`src/rhsv_pkg.sv`:
```
// -----------------------------------------------------------------------------
// rhsv_pkg
// Types and constants shared by the RGB to HSV converter modules.
// -----------------------------------------------------------------------------
`default_nettype none

package rhsv_pkg;

    // Quotient bits per division, one division cell per bit
    localparam int DIV_STEPS  = 8;
    // Front stage + division cells + output register
    localparam int LATENCY    = DIV_STEPS + 2;

    localparam logic [7:0] HUE_BASE_RED   = 8'd0;
    localparam logic [7:0] HUE_BASE_GREEN = 8'd85;
    localparam logic [7:0] HUE_BASE_BLUE  = 8'd171;
    localparam logic [7:0] HUE_SCALE      = 8'd43;
    localparam logic [7:0] SAT_MAX        = 8'd255;

    typedef struct packed {
        logic [7:0] red_in;
        logic [7:0] green_in;
        logic [7:0] blue_in;
    } pixel_t;

    typedef struct packed {
        logic [7:0] hue_out;
        logic [7:0] sat_out;
        logic [7:0] val_out;
    } hsv_t;

    // Partial state of one restoring division
    typedef struct packed {
        logic [7:0] rem;   // running remainder, stays below den if it starts below den
        logic [7:0] den;   // divisor
        logic [7:0] feed;  // dividend bits not yet shifted in, MSB first
        logic [7:0] quo;   // quotient bits produced so far
    } div_t;

    // Per-pixel data that rides along with the divisions
    typedef struct packed {
        logic [7:0] val;
        logic [7:0] hue_base;
        logic       hue_neg;
        logic       zero_hue;
        logic       zero_sat;
        logic       sat_clamp;
    } side_t;

    typedef struct packed {
        div_t  sat_div;
        div_t  hue_div;
        side_t side;
    } stage_t;

endpackage

`default_nettype wire

```
`src/rgb_to_hsv_8bit.sv`:
```
// -----------------------------------------------------------------------------
// rgb_to_hsv_8bit
// Pipelined 8-bit RGB to HSV pixel converter.
// -----------------------------------------------------------------------------
// One pixel enters on any cycle that start is high; busy never rises, so a
// new pixel can follow in every clock cycle. Each pixel's result appears
// on result for one cycle with done high, in input order; there is no
// backpressure, so capture it on that cycle. Each pixel passes in turn
// through the registered pipeline: one input stage computes max,
// min and the hue and saturation operands, eight division cells each add
// one quotient bit to both the saturation and the hue division, and one
// output register applies the black, gray and clamp rules and the hue
// offset. Value is the largest channel. Saturation is (max-min)*256/max,
// clamped to 255. Hue is 0, 85 or 171 for a red, green or blue dominant
// channel (ties go to red, then green) plus 43*difference/(max-min),
// truncated toward zero and wrapped to 8 bits. Black and gray pixels give
// hue 0; black gives saturation 0.
// -----------------------------------------------------------------------------
`default_nettype none

module rgb_to_hsv_8bit (
    input  wire logic             clk,
    input  wire logic             rst_n,
    input  wire logic             start,
    output logic                  busy,
    input  wire rhsv_pkg::pixel_t pixel,
    output logic                  done,
    output rhsv_pkg::hsv_t        result
);

    localparam int Steps = rhsv_pkg::DIV_STEPS;

    logic                 chain_valid [0:Steps];
    rhsv_pkg::stage_t     chain_stage [0:Steps];
    rhsv_pkg::stage_t     last;
    logic [7:0]           hue_q;
    logic [7:0]           hue_off;
    logic                 done_reg;
    logic                 done_next;
    rhsv_pkg::hsv_t       result_reg;
    rhsv_pkg::hsv_t       result_next;

    // Never stall: every pixel advances one stage per cycle
    assign busy = 1'b0;

    rhsv_front u_front (
        .clk      (clk),
        .rst_n    (rst_n),
        .take     (start && !busy),
        .pixel    (pixel),
        .dn_valid (chain_valid[0]),
        .dn_stage (chain_stage[0])
    );

    // Division chain: each cell produces one quotient bit per division
    for (genvar i = 0; i < Steps; i++)
    begin : g_cell
        rhsv_div_cell u_cell (
            .clk      (clk),
            .rst_n    (rst_n),
            .up_valid (chain_valid[i]),
            .up_stage (chain_stage[i]),
            .dn_valid (chain_valid[i+1]),
            .dn_stage (chain_stage[i+1])
        );
    end

    // Output stage: apply special cases and the hue offset
    always_comb
    begin
        last    = chain_stage[Steps];
        hue_q   = last.hue_div.quo;
        hue_off = last.side.hue_neg ? (8'd0 - hue_q) : hue_q;

        result_next.val_out = last.side.val;

        // Black forces zero saturation; a full span clamps the 256 case
        priority if (last.side.zero_sat)
        begin
            result_next.sat_out = 8'd0;
        end
        else if (last.side.sat_clamp)
        begin
            result_next.sat_out = rhsv_pkg::SAT_MAX;
        end
        else
        begin
            result_next.sat_out = last.sat_div.quo;
        end

        // Gray and black pixels have no hue; the sum wraps modulo 256
        if (last.side.zero_hue)
        begin
            result_next.hue_out = 8'd0;
        end
        else
        begin
            result_next.hue_out = last.side.hue_base + hue_off;
        end

        done_next = chain_valid[Steps];
    end

    always_ff @(posedge clk or negedge rst_n)
    begin
        if (!rst_n)
        begin
            done_reg <= 1'b0;
        end
        else
        begin
            done_reg <= done_next;
        end
    end

    // Hold the result data without reset; done marks it
    always_ff @(posedge clk)
    begin
        result_reg <= result_next;
    end

    assign done   = done_reg;
    assign result = result_reg;

endmodule

`default_nettype wire

```
`src/rhsv_div_cell.sv`:
```
// -----------------------------------------------------------------------------
// rhsv_div_cell
// One cell of the division chain: one restoring step of each division.
// -----------------------------------------------------------------------------
`default_nettype none

module rhsv_div_cell (
    input  wire logic             clk,
    input  wire logic             rst_n,
    input  wire logic             up_valid,
    input  wire rhsv_pkg::stage_t up_stage,
    output logic                  dn_valid,
    output rhsv_pkg::stage_t      dn_stage
);

    function automatic rhsv_pkg::div_t div_step(input rhsv_pkg::div_t d);
        rhsv_pkg::div_t r;
        logic [8:0]     trial;
        logic [8:0]     sub;
        logic           ge;
        trial  = {d.rem, d.feed[7]};
        sub    = trial - {1'b0, d.den};
        ge     = (trial >= {1'b0, d.den});
        r.rem  = ge ? sub[7:0] : trial[7:0];
        r.den  = d.den;
        r.feed = {d.feed[6:0], 1'b0};
        r.quo  = {d.quo[6:0], ge};
        return r;
    endfunction

    logic             valid_reg;
    logic             valid_next;
    rhsv_pkg::stage_t stage_reg;
    rhsv_pkg::stage_t stage_next;

    always_comb
    begin
        valid_next         = up_valid;
        stage_next.sat_div = div_step(up_stage.sat_div);
        stage_next.hue_div = div_step(up_stage.hue_div);
        stage_next.side    = up_stage.side;
    end

    always_ff @(posedge clk or negedge rst_n)
    begin
        if (!rst_n)
        begin
            valid_reg <= 1'b0;
        end
        else
        begin
            valid_reg <= valid_next;
        end
    end

    always_ff @(posedge clk)
    begin
        stage_reg <= stage_next;
    end

    assign dn_valid = valid_reg;
    assign dn_stage = stage_reg;

endmodule

`default_nettype wire

```
`src/rhsv_front.sv`:
```
// -----------------------------------------------------------------------------
// rhsv_front
// Input stage: max, min, dominant channel and division operands.
// -----------------------------------------------------------------------------
`default_nettype none

module rhsv_front (
    input  wire logic             clk,
    input  wire logic             rst_n,
    input  wire logic             take,
    input  wire rhsv_pkg::pixel_t pixel,
    output logic                  dn_valid,
    output rhsv_pkg::stage_t      dn_stage
);

    logic [7:0]       hi;
    logic [7:0]       lo;
    logic [7:0]       span;
    logic [7:0]       op_a;
    logic [7:0]       op_b;
    logic [8:0]       diff;
    logic [7:0]       mag;
    logic [13:0]      prod;
    logic             valid_reg;
    logic             valid_next;
    rhsv_pkg::stage_t stage_reg;
    rhsv_pkg::stage_t stage_next;

    always_comb
    begin
        hi = (pixel.red_in > pixel.green_in) ? pixel.red_in : pixel.green_in;
        hi = (hi > pixel.blue_in) ? hi : pixel.blue_in;
        lo = (pixel.red_in < pixel.green_in) ? pixel.red_in : pixel.green_in;
        lo = (lo < pixel.blue_in) ? lo : pixel.blue_in;
        span = hi - lo;

        stage_next = '0;
        // Dominant channel, ties go to red, then green
        priority if (hi == pixel.red_in)
        begin
            stage_next.side.hue_base = rhsv_pkg::HUE_BASE_RED;
            op_a = pixel.green_in;
            op_b = pixel.blue_in;
        end
        else if (hi == pixel.green_in)
        begin
            stage_next.side.hue_base = rhsv_pkg::HUE_BASE_GREEN;
            op_a = pixel.blue_in;
            op_b = pixel.red_in;
        end
        else
        begin
            stage_next.side.hue_base = rhsv_pkg::HUE_BASE_BLUE;
            op_a = pixel.red_in;
            op_b = pixel.green_in;
        end

        diff = {1'b0, op_a} - {1'b0, op_b};
        mag  = diff[8] ? 8'(-diff) : diff[7:0];
        prod = 14'(mag) * 14'(rhsv_pkg::HUE_SCALE);

        stage_next.side.val       = hi;
        stage_next.side.hue_neg   = diff[8];
        stage_next.side.zero_hue  = (span == 8'd0);
        stage_next.side.zero_sat  = (hi == 8'd0);
        stage_next.side.sat_clamp = (span == hi);

        // span*256/hi, used when span < hi: remainder starts at span, shift in zeros
        stage_next.sat_div.rem  = span;
        stage_next.sat_div.den  = hi;
        stage_next.sat_div.feed = 8'd0;
        stage_next.sat_div.quo  = 8'd0;

        // 43*|diff|/span: high bits of the product are already below span
        stage_next.hue_div.rem  = {2'b00, prod[13:8]};
        stage_next.hue_div.den  = span;
        stage_next.hue_div.feed = prod[7:0];
        stage_next.hue_div.quo  = 8'd0;

        valid_next = take;
    end

    always_ff @(posedge clk or negedge rst_n)
    begin
        if (!rst_n)
        begin
            valid_reg <= 1'b0;
        end
        else
        begin
            valid_reg <= valid_next;
        end
    end

    always_ff @(posedge clk)
    begin
        stage_reg <= stage_next;
    end

    assign dn_valid = valid_reg;
    assign dn_stage = stage_reg;

endmodule

`default_nettype wire

```
`config.mk`:
```
export PLATFORM = sky130hd
export DESIGN_NAME = rgb_to_hsv_8bit
export DESIGN_NICKNAME = d
export VERILOG_FILES = /design/src/rhsv_pkg.sv /design/src/rgb_to_hsv_8bit.sv /design/src/rhsv_div_cell.sv /design/src/rhsv_front.sv
export SDC_FILE = /design/constraint.sdc
export NUM_CORES = 1
export LEC_CHECK = 0
export BUFFER_PORTS_ARGS = -buffer_cell sky130_fd_sc_hd__buf_2
export CORE_MARGIN = 8
export CORE_UTILIZATION = 55
export DETAILED_ROUTE_END_ITERATION = 16
export GPL_ROUTABILITY_DRIVEN = 0
export PLACE_DENSITY = 0.76
export SYNTH_ARGS = -nofsm -noshare
export SYNTH_HDL_FRONTEND = slang
export SYNTH_HIERARCHICAL = 1
export SYNTH_SLANG_ARGS = --single-unit
```
`constraint.sdc`:
```
create_clock -name clk -period 5.9 [get_ports clk]
set_clock_uncertainty 0.15 [all_clocks]
set_input_delay 0.295 -clock clk [delete_from_list [all_inputs] [get_ports clk]]
set_output_delay 0.295 -clock clk [all_outputs]
set_load 0.005 [all_outputs]
```
After elaboration in Yosys (flattened, before gate mapping)
Cells that the tools add are included.
- flip-flop bits (word level): 504
- input port bits: 27
- output and inout port bits: 26
- word-level logic and storage cells: 193
- $add $sub $neg: 19
- multiply operators: 1
- equality and inequality tests: 3
- multiplexer cells: 26
- magnitude comparators: 20
- reduce and logical (&&, ||, !) cells: 2
- operators with widths (operator ; count):
    $mux 8 ; 25
    $ge 9x8->1 ; 15
    $sub 8x8->8 ; 14
    $eq 8x8->1 ; 3
    $gt 8x8->1 ; 2
    $logic_not 8->1 ; 2
    $lt 8x8->1 ; 2
    $mul 8x6->14 const B ; 1
    $sub 8x8->9 ; 1
    $add 8x8->8 ; 1
    $ge 7x8->1 ; 1
    $neg 8->8 ; 1
    $sub 1x8->8 const A ; 1
    $sub 7x8->8 ; 1
    $mux 7 ; 1

Depth between registers and ports, before layout
Gate-level depths: netlist of the first run.
- depth in word-level cells: 11
- depth in mapped cells: 44
- mapped depth without buffers: 40

By module
The synthesis of the first run kept the hierarchy.
- by module, submodules not included (module ; area each (um2) ; sequential area each (um2) ; times used ; cells an instance):
    rhsv_div_cell at g_cell[0].u_cell ... ; 2687.6 ; 1666.6 ; 4 ; 217
    rhsv_div_cell at g_cell[2].u_cell ... ; 2678.8 ; 1666.6 ; 4 ; 216
    rhsv_front ; 4798.4 ; 765.7 ; 1 ; 567
    rgb_to_hsv_8bit ; 1086.0 ; 505.5 ; 1 ; 114

Worst setup path after synthesis of the first run
OpenSTA, ideal clock, no wires.
- kind: input to register
- start point: input pixel[9] in the netlist's numbering
- end point: register u_front.stage_reg, in the netlist u_front/dn_stage[49]
- path slack: -3.427 ns
- buffers on the path: 3
- cell stages on the path: 42
- setup time: 0.122 ns
- arrival: 9.055 ns
- data required time: 5.628 ns
- cells stage by stage: clkbuf_1 > inv_1 > ha_1 > and2b_1 > o21a_1 > o21a_1 > buf_4 > o21ai_2 > mux2_2 > ha_1 > nor2b_1 > o211ai_1 > a211o_1 > nand2_1 > a311o_1 > a222oi_1 > nand4_1 > buf_6 > [6 not listed] > o21ai_0 > a21oi_1 > nor3_1 > xor2_1 > ha_1 > ha_1 > inv_1 > fa_1 > inv_1 > fa_1 > a21o_1 > a21oi_1 > o21bai_1 > a21oi_1 > o21bai_1 > a21oi_1 > nor4b_1 > a311o_1
- longest elaborated chain between the ends: 11
- ends and longest elaborated chain (element ; line ; text):
    from (decl) ; rgb_to_hsv_8bit.sv:26 ; input wire rhsv_pkg::pixel_t pixel,
    $gt 8x8->1 ; rhsv_front.sv:31 ; hi = (pixel.red_in > pixel.green_in) ? pixel.red_in : pixel.green_in;
    $mux 8 ; rhsv_front.sv:31 ;
    $gt 8x8->1 ; rhsv_front.sv:32 ; hi = (hi > pixel.blue_in) ? hi : pixel.blue_in;
    $mux 8 ; rhsv_front.sv:32 ;
    $eq 8x8->1 ; rhsv_front.sv:45 ; else if (hi == pixel.green_in)
    $mux 8 ; rhsv_front.sv:45 ;
    $mux 8 ; rhsv_front.sv:39 ; priority if (hi == pixel.red_in)
    $sub 8x8->9 * ; rhsv_front.sv:58 ; diff = {1'b0, op_a} - {1'b0, op_b};
    $neg 8->8 ; rhsv_front.sv:59 ; mag = diff[8] ? 8'(-diff) : diff[7:0];
    $mux 8 * ; rhsv_front.sv:59 ;
    $mul 8x6->14 * ; rhsv_front.sv:60 ; prod = 14'(mag) * 14'(rhsv_pkg::HUE_SCALE);
    net u_front.prod[13] ; rhsv_front.sv:23 ; logic [13:0] prod;
    to (signal assigned) ; rhsv_front.sv:97 ; stage_reg <= stage_next;
    to (decl) ; rhsv_front.sv:26 ; rhsv_pkg::stage_t stage_reg;
The timed path passes the listed nets; every way through them passes the cells marked *.
A chain may end at the register's enable or synchronous reset.

Worst setup path in the final report of the first run
Ends and elaborated chain as after synthesis.

==> flow_metrics.py, run 1 <==
metrics = {
    "clocking": {
        "numCtsBuffers": 53,
        "cts_tree": "done",
        "clock-sinks": 583,
        "h-tree-depth": 2,
        "clock_latency_ns": 0.63,
        "clock-root-buffer": "clkbuf_16",
        "cts_buffer_depth": 3,
        "cts.reportedPaths.clkPinSlew_ns": 0.06,
    },
    "die": {
        "die_x_um": 223.3,
        "core_sq_mm": 0.04279,
        "dieArea_sq_mm": 0.04988,
        "start_util": 0.5525,
        "io_pins": 53,
        "rows": 76,
        "die_y_um": 223.3,
    },
    "worst_setup_path": {
        "critPathMostFrequentCell": "buf_4",
        "required_ns": 6.25,
        "crit_slowest_cell": "fa_1",
        "path_class": "primary input to register",
        "cp.depth": 43,
        "cp.arrival_ns": 8.55,
        "cp_top_family": "compound AO/OA/AOI/OAI gates",
        "end_kind": "register",
        "cp_max_fo": 8,
        "cp-start-kind": "primary input",
        "slowest_delay_ns": 0.55,
        "worst-path-buf-inv": 10,
        "r2r_cells": 7,
    },
    "timing": {
        "tightest_slew_ns": 0.6215,
        "drv_slew": 0,
        "fin_crit_ns": 8.191,
        "post-route-period-util": 1.388,
        "max_freq_mhz": 122.1,
        "hold_viol": 0,
        "finalWorstSetupSlack_ns": -2.291,
        "slew_headroom": 0.5837,
        "timing.hold.ws_ns": 0.1096,
        "rsz0062_at_grt": "yes",
        "final-setup-viol-count": 11,
    },
    "placed_design": {
        "portBuffers": 51,
        "dp_hpwl_um": 32610,
    },
    "final_layout": {
        "synthToLayoutAreaGrowth_pct": 18.89,
        "layout.cells.most_common_list": "dfxtp_1 (573), inv_1 (228), ha_1 (185), buf_4 (141), mux2_2 (87)",
        "nets": 2621,
        "final-seq-area_sq_mm": 0.01172,
        "largest_reg_flops": 512,
        "multi_input_area_sq_mm": 0.01124,
        "drive_gt1_frac": 0.2208,
        "diodes": 0,
        "layout_commonest_cell": "dfxtp_1",
        "fillers": 3026,
    },
    "synthesis": {
        "syn_area_sq_mm": 0.02364,
        "synthCells": 2157,
        "yosysWarnings": 6,
        "synth.avg_cell_area_sq_um": 10.96,
    },
    "status": {
        "status": "finished with violations",
        "violations": "setup timing",
    },
    "grt": {
        "antenna_found_initial": 0,
        "grt_pass1_wl_um": 77200,
        "grt_overflow_total": 0,
        "grt_start_max_net_pins": 17,
        "grt_pass1_vias": 16510,
        "grt_usage": 0.1840,
    },
    "routing": {
        "postRouteAntennaNets": 0,
        "wirelength_um": 48260,
        "via_count": 15970,
        "remaining_drc_errors": 0,
        "drt_iter0_markers": 890,
        "wl_per_cell_um": 16.38,
        "vias_per_cell": 5.422,
        "drtPass1Iterations": 6,
    },
    "flow_run": {
        "maxCapViolations": 0,
    },
    "hold_path": {
        "hp-class": "primary input to register",
        "whs_path_depth": 3,
    },
}
==> repair_timing <==
action / CTS / global route
hold endpoints to repair: 11 / 0
endpoints found under the setup margin: 12 / 13
pin swaps: 52 / 66
resized for setup: 31 / 68
setup buffers: 22 / 11
hold buffers: 3 / 0
==> worst paths after layout <==
kind	endpoint	startpoint	slack, ns
worst min-delay path	u_front/dn_stage[13]	pixel[1]	0.11
max in group asynchronous	g_cell[7].u_cell/dn_valid	rst_n	4.75
min in group asynchronous	g_cell[1].u_cell/dn_valid	rst_n	0.54
worst min register to register	g_cell[6].u_cell/dn_stage[56]	g_cell[5].u_cell/dn_stage[55]	0.16
worst max register to register	g_cell[0].u_cell/dn_stage[48]	u_front/dn_stage[41]	3.10
worst max-delay path	u_front/dn_stage[49]	pixel[9]	-2.29
==> worst reg2reg max path, cell delays in order, from the launching register on <==
cell and delay, ns:
dfxtp_1 0.44, inv_1 0.07, ha_1 0.40, nand3_1 0.16, nor3_1 0.07, a2111oi_0 0.47, o21a_1 0.48, mux2_2 0.40
==> stage by stage <==
| step | utilization | area (sq um) | worst slack (ns) | cells | TNS [ns] |
|---|---|---|---|---|---|
| floorplan | - | 23910 | -2.680 | 2166 | -23.23 |
| global placement | 0.5926 | 25360 | -2.467 | 2825 | -21.78 |
| global route | 0.6569 | 28110 | -2.564 | 2946 | -20.27 |
| finish | 0.6569 | 28110 | -2.291 | 2946 | -17.32 |
| detailed placement | 0.5926 | 25360 | -2.795 | 2825 | -25.17 |
| CTS | 0.6480 | 27730 | -2.008 | 2946 | -15.23 |
==> layer usage <==
layer | track usage | vias to the layer above | share of wire
li1 | - | 7796 | -
met1 | 0.2014 | 7608 | 0.40
met3 | 0.03086 | 154 | 0.038
met4 | 0.08199 | 0 | 0.041
met5 | 0 | - | 0
met2 | 0.3440 | 414 | 0.52
==> layout make-up <==
cell class | instances | area share
well taps | 546 | 0.02430
inverters | 246 | 0.03294
clock inverters | 29 | 0.01740
flip-flops and latches | 583 | 0.4170
clock buffers | 67 | 0.05372
repair buffers | 212 | 0.05484
multi-input cells | 1263 | 0.3998
Power of run 1 is left out: the tool's default activity adds up to more than one toggle a clock period on the data nets, which glitch-free logic cannot reach.
==> inputs of run 2 (changes only) <==
--- a/config.mk
+++ b/config.mk
@@ -6,7 +6,7 @@
 export NUM_CORES = 1
 export LEC_CHECK = 0
 export BUFFER_PORTS_ARGS = -buffer_cell sky130_fd_sc_hd__buf_2
-export CORE_MARGIN = 8
+export CORE_MARGIN = 2
 export CORE_UTILIZATION = 55
 export DETAILED_ROUTE_END_ITERATION = 16
 export GPL_ROUTABILITY_DRIVEN = 0
==> flow_metrics.py, run 2 (synthesized netlist as in run 1, its figures left out) <==
metrics = {
    "grt": {
        "grt_overflow_total": 0,
        "grt_usage": 0.2081,
        "grt_pass1_vias": 16480,
        "grt_start_max_net_pins": 18,
        "antenna_found_initial": 0,
        "grt_pass1_wl_um": 76110,
    },
    "timing": {
        "drv_slew": 0,
        "max_freq_mhz": 123.1,
        "final-setup-viol-count": 12,
        "rsz0062_at_grt": "yes",
        "fin_crit_ns": 8.123,
        "post-route-period-util": 1.377,
        "setup_tns_ns": -17.78,
        "slew_headroom": 0.6398,
        "hold_viol": 0,
        "tightest_slew_ns": 0.5378,
        "finalWorstSetupSlack_ns": -2.223,
    },
    "hold_path": {
        "hp-class": "primary input to register",
    },
    "die": {
        "die_y_um": 211.3,
        "rows": 75,
        "dieArea_sq_mm": 0.04466,
        "die_x_um": 211.3,
        "io_pins": 53,
        "start_util": 0.5599,
        "core_sq_mm": 0.04223,
    },
    "final_layout": {
        "layout_commonest_cell": "dfxtp_1",
        "diodes": 0,
        "fin_util": 0.6655,
        "drive_gt1_frac": 0.2271,
        "nets": 2636,
        "largest_reg_flops": 512,
        "finalInstanceArea_sq_mm": 0.02810,
        "layout.cells.most_common_list": "dfxtp_1 (573), inv_1 (227), ha_1 (185), buf_4 (152), mux2_2 (87)",
        "synthToLayoutAreaGrowth_pct": 18.86,
    },
    "routing": {
        "remaining_drc_errors": 0,
        "wirelength_um": 49330,
        "drtPass1Iterations": 8,
        "wl_per_cell_um": 16.69,
        "postRouteAntennaNets": 0,
        "drt_iter0_markers": 1026,
        "vias_per_cell": 5.468,
        "via_count": 16160,
    },
    "clocking": {
        "clock-sinks": 583,
        "cts_buffer_depth": 3,
        "h-tree-depth": 2,
        "cts_tree": "done",
        "cts.reportedPaths.clkPinSlew_ns": 0.06,
        "clock-root-buffer": "clkbuf_16",
        "clock_latency_ns": 0.64,
        "numCtsBuffers": 54,
    },
    "status": {
        "status": "finished with violations",
        "violations": "setup timing",
    },
    "worst_setup_path": {
        "cp_max_fo": 8,
        "slowest_delay_ns": 0.52,
        "worst-path-buf-inv": 10,
        "path_class": "primary input to register",
        "cp_top_family": "compound AO/OA/AOI/OAI gates",
        "cp.arrival_ns": 8.48,
        "critPathMostFrequentCell": "ha_4",
        "end_kind": "register",
        "required_ns": 6.26,
        "cp-start-kind": "primary input",
        "crit_slowest_cell": "fa_1",
    },
    "placed_design": {
        "dp_hpwl_um": 32510,
        "post-place-ws_ns": -2.781,
        "portBuffers": 51,
        "placed_area_sq_mm": 0.02535,
    },
    "flow_run": {
        "maxCapViolations": 0,
    },
}
-- run 2: cell types whose count changed in the layout (fill, tap and decap cells not counted), moves of 4 or more --
cell       change
mux2i_2        +4
mux2i_1        -4
a21oi_1        -4
nor3_2         +4
buf_4         +11
clkbuf_1       +4
bufinv_16      -7
a21oi_2        +4
-- run 2: through the flow --
stage	std cells	hold WS, ns
2_1_floorplan	2166	-0.1506
3_3_place_gp	2818	0.0009033
3_5_place_dp	2818	0.006206
4_1_cts	2932	0.06450
5_1_grt	2956	0.08311
6_report	2956	0.1000
-- run 2: cell type report --
type                    instances  area (sq um)
repair buffers                226          1665
fillers                      2955         14120
clock inverters                25         307.8
multi-input cells            1263         11230
clock buffers                  74          1578
inverters                     246         928.4
well taps                     539         674.4
flip-flops and latches        583         11720
-- run 2: layer usage --
layer / share of wire / GRT usage / up-vias
met5: 0 / 0 / -
met4: 0.051 / 0.09786 / 0
met3: 0.042 / 0.03620 / 192
met2: 0.52 / 0.3885 / 491
met1: 0.39 / 0.2280 / 7645
li1: - / - / 7835
-- run 2: repair_timing --
action	CTS	global route
resized for setup	28	80
pin swaps	40	53
hold endpoints to repair	11	0
gates cloned	0	0
hold buffers	3	0
setup buffers	12	28
setup endpoints to repair	12	13
-- run 2: path summary, 6_finish.rpt --
check,startpoint,end,slack [ns],depth (start not counted)
min in group asynchronous,rst_n,u_front/dn_valid,0.51,3
setup reg to reg,u_front/dn_stage[42],g_cell[0].u_cell/dn_stage[50],3.14,6
max in group asynchronous,rst_n,done,4.79,3
hold / removal,pixel[1],u_front/dn_stage[13],0.10,3
hold reg to reg,g_cell[1].u_cell/dn_stage[11],g_cell[2].u_cell/dn_stage[11],0.17,0
setup / recovery,pixel[9],u_front/dn_stage[49],-2.22,43
-- run 2: worst reg2reg max path: stages, from the launching register on --
cell       delay (ns)
dfxtp_1          0.42
inv_1            0.08
ha_1             0.39
a21o_1           0.24
a2111oi_0        0.44
o21a_1           0.48
mux2_2           0.41
Power of run 2 is left out for the same reason.
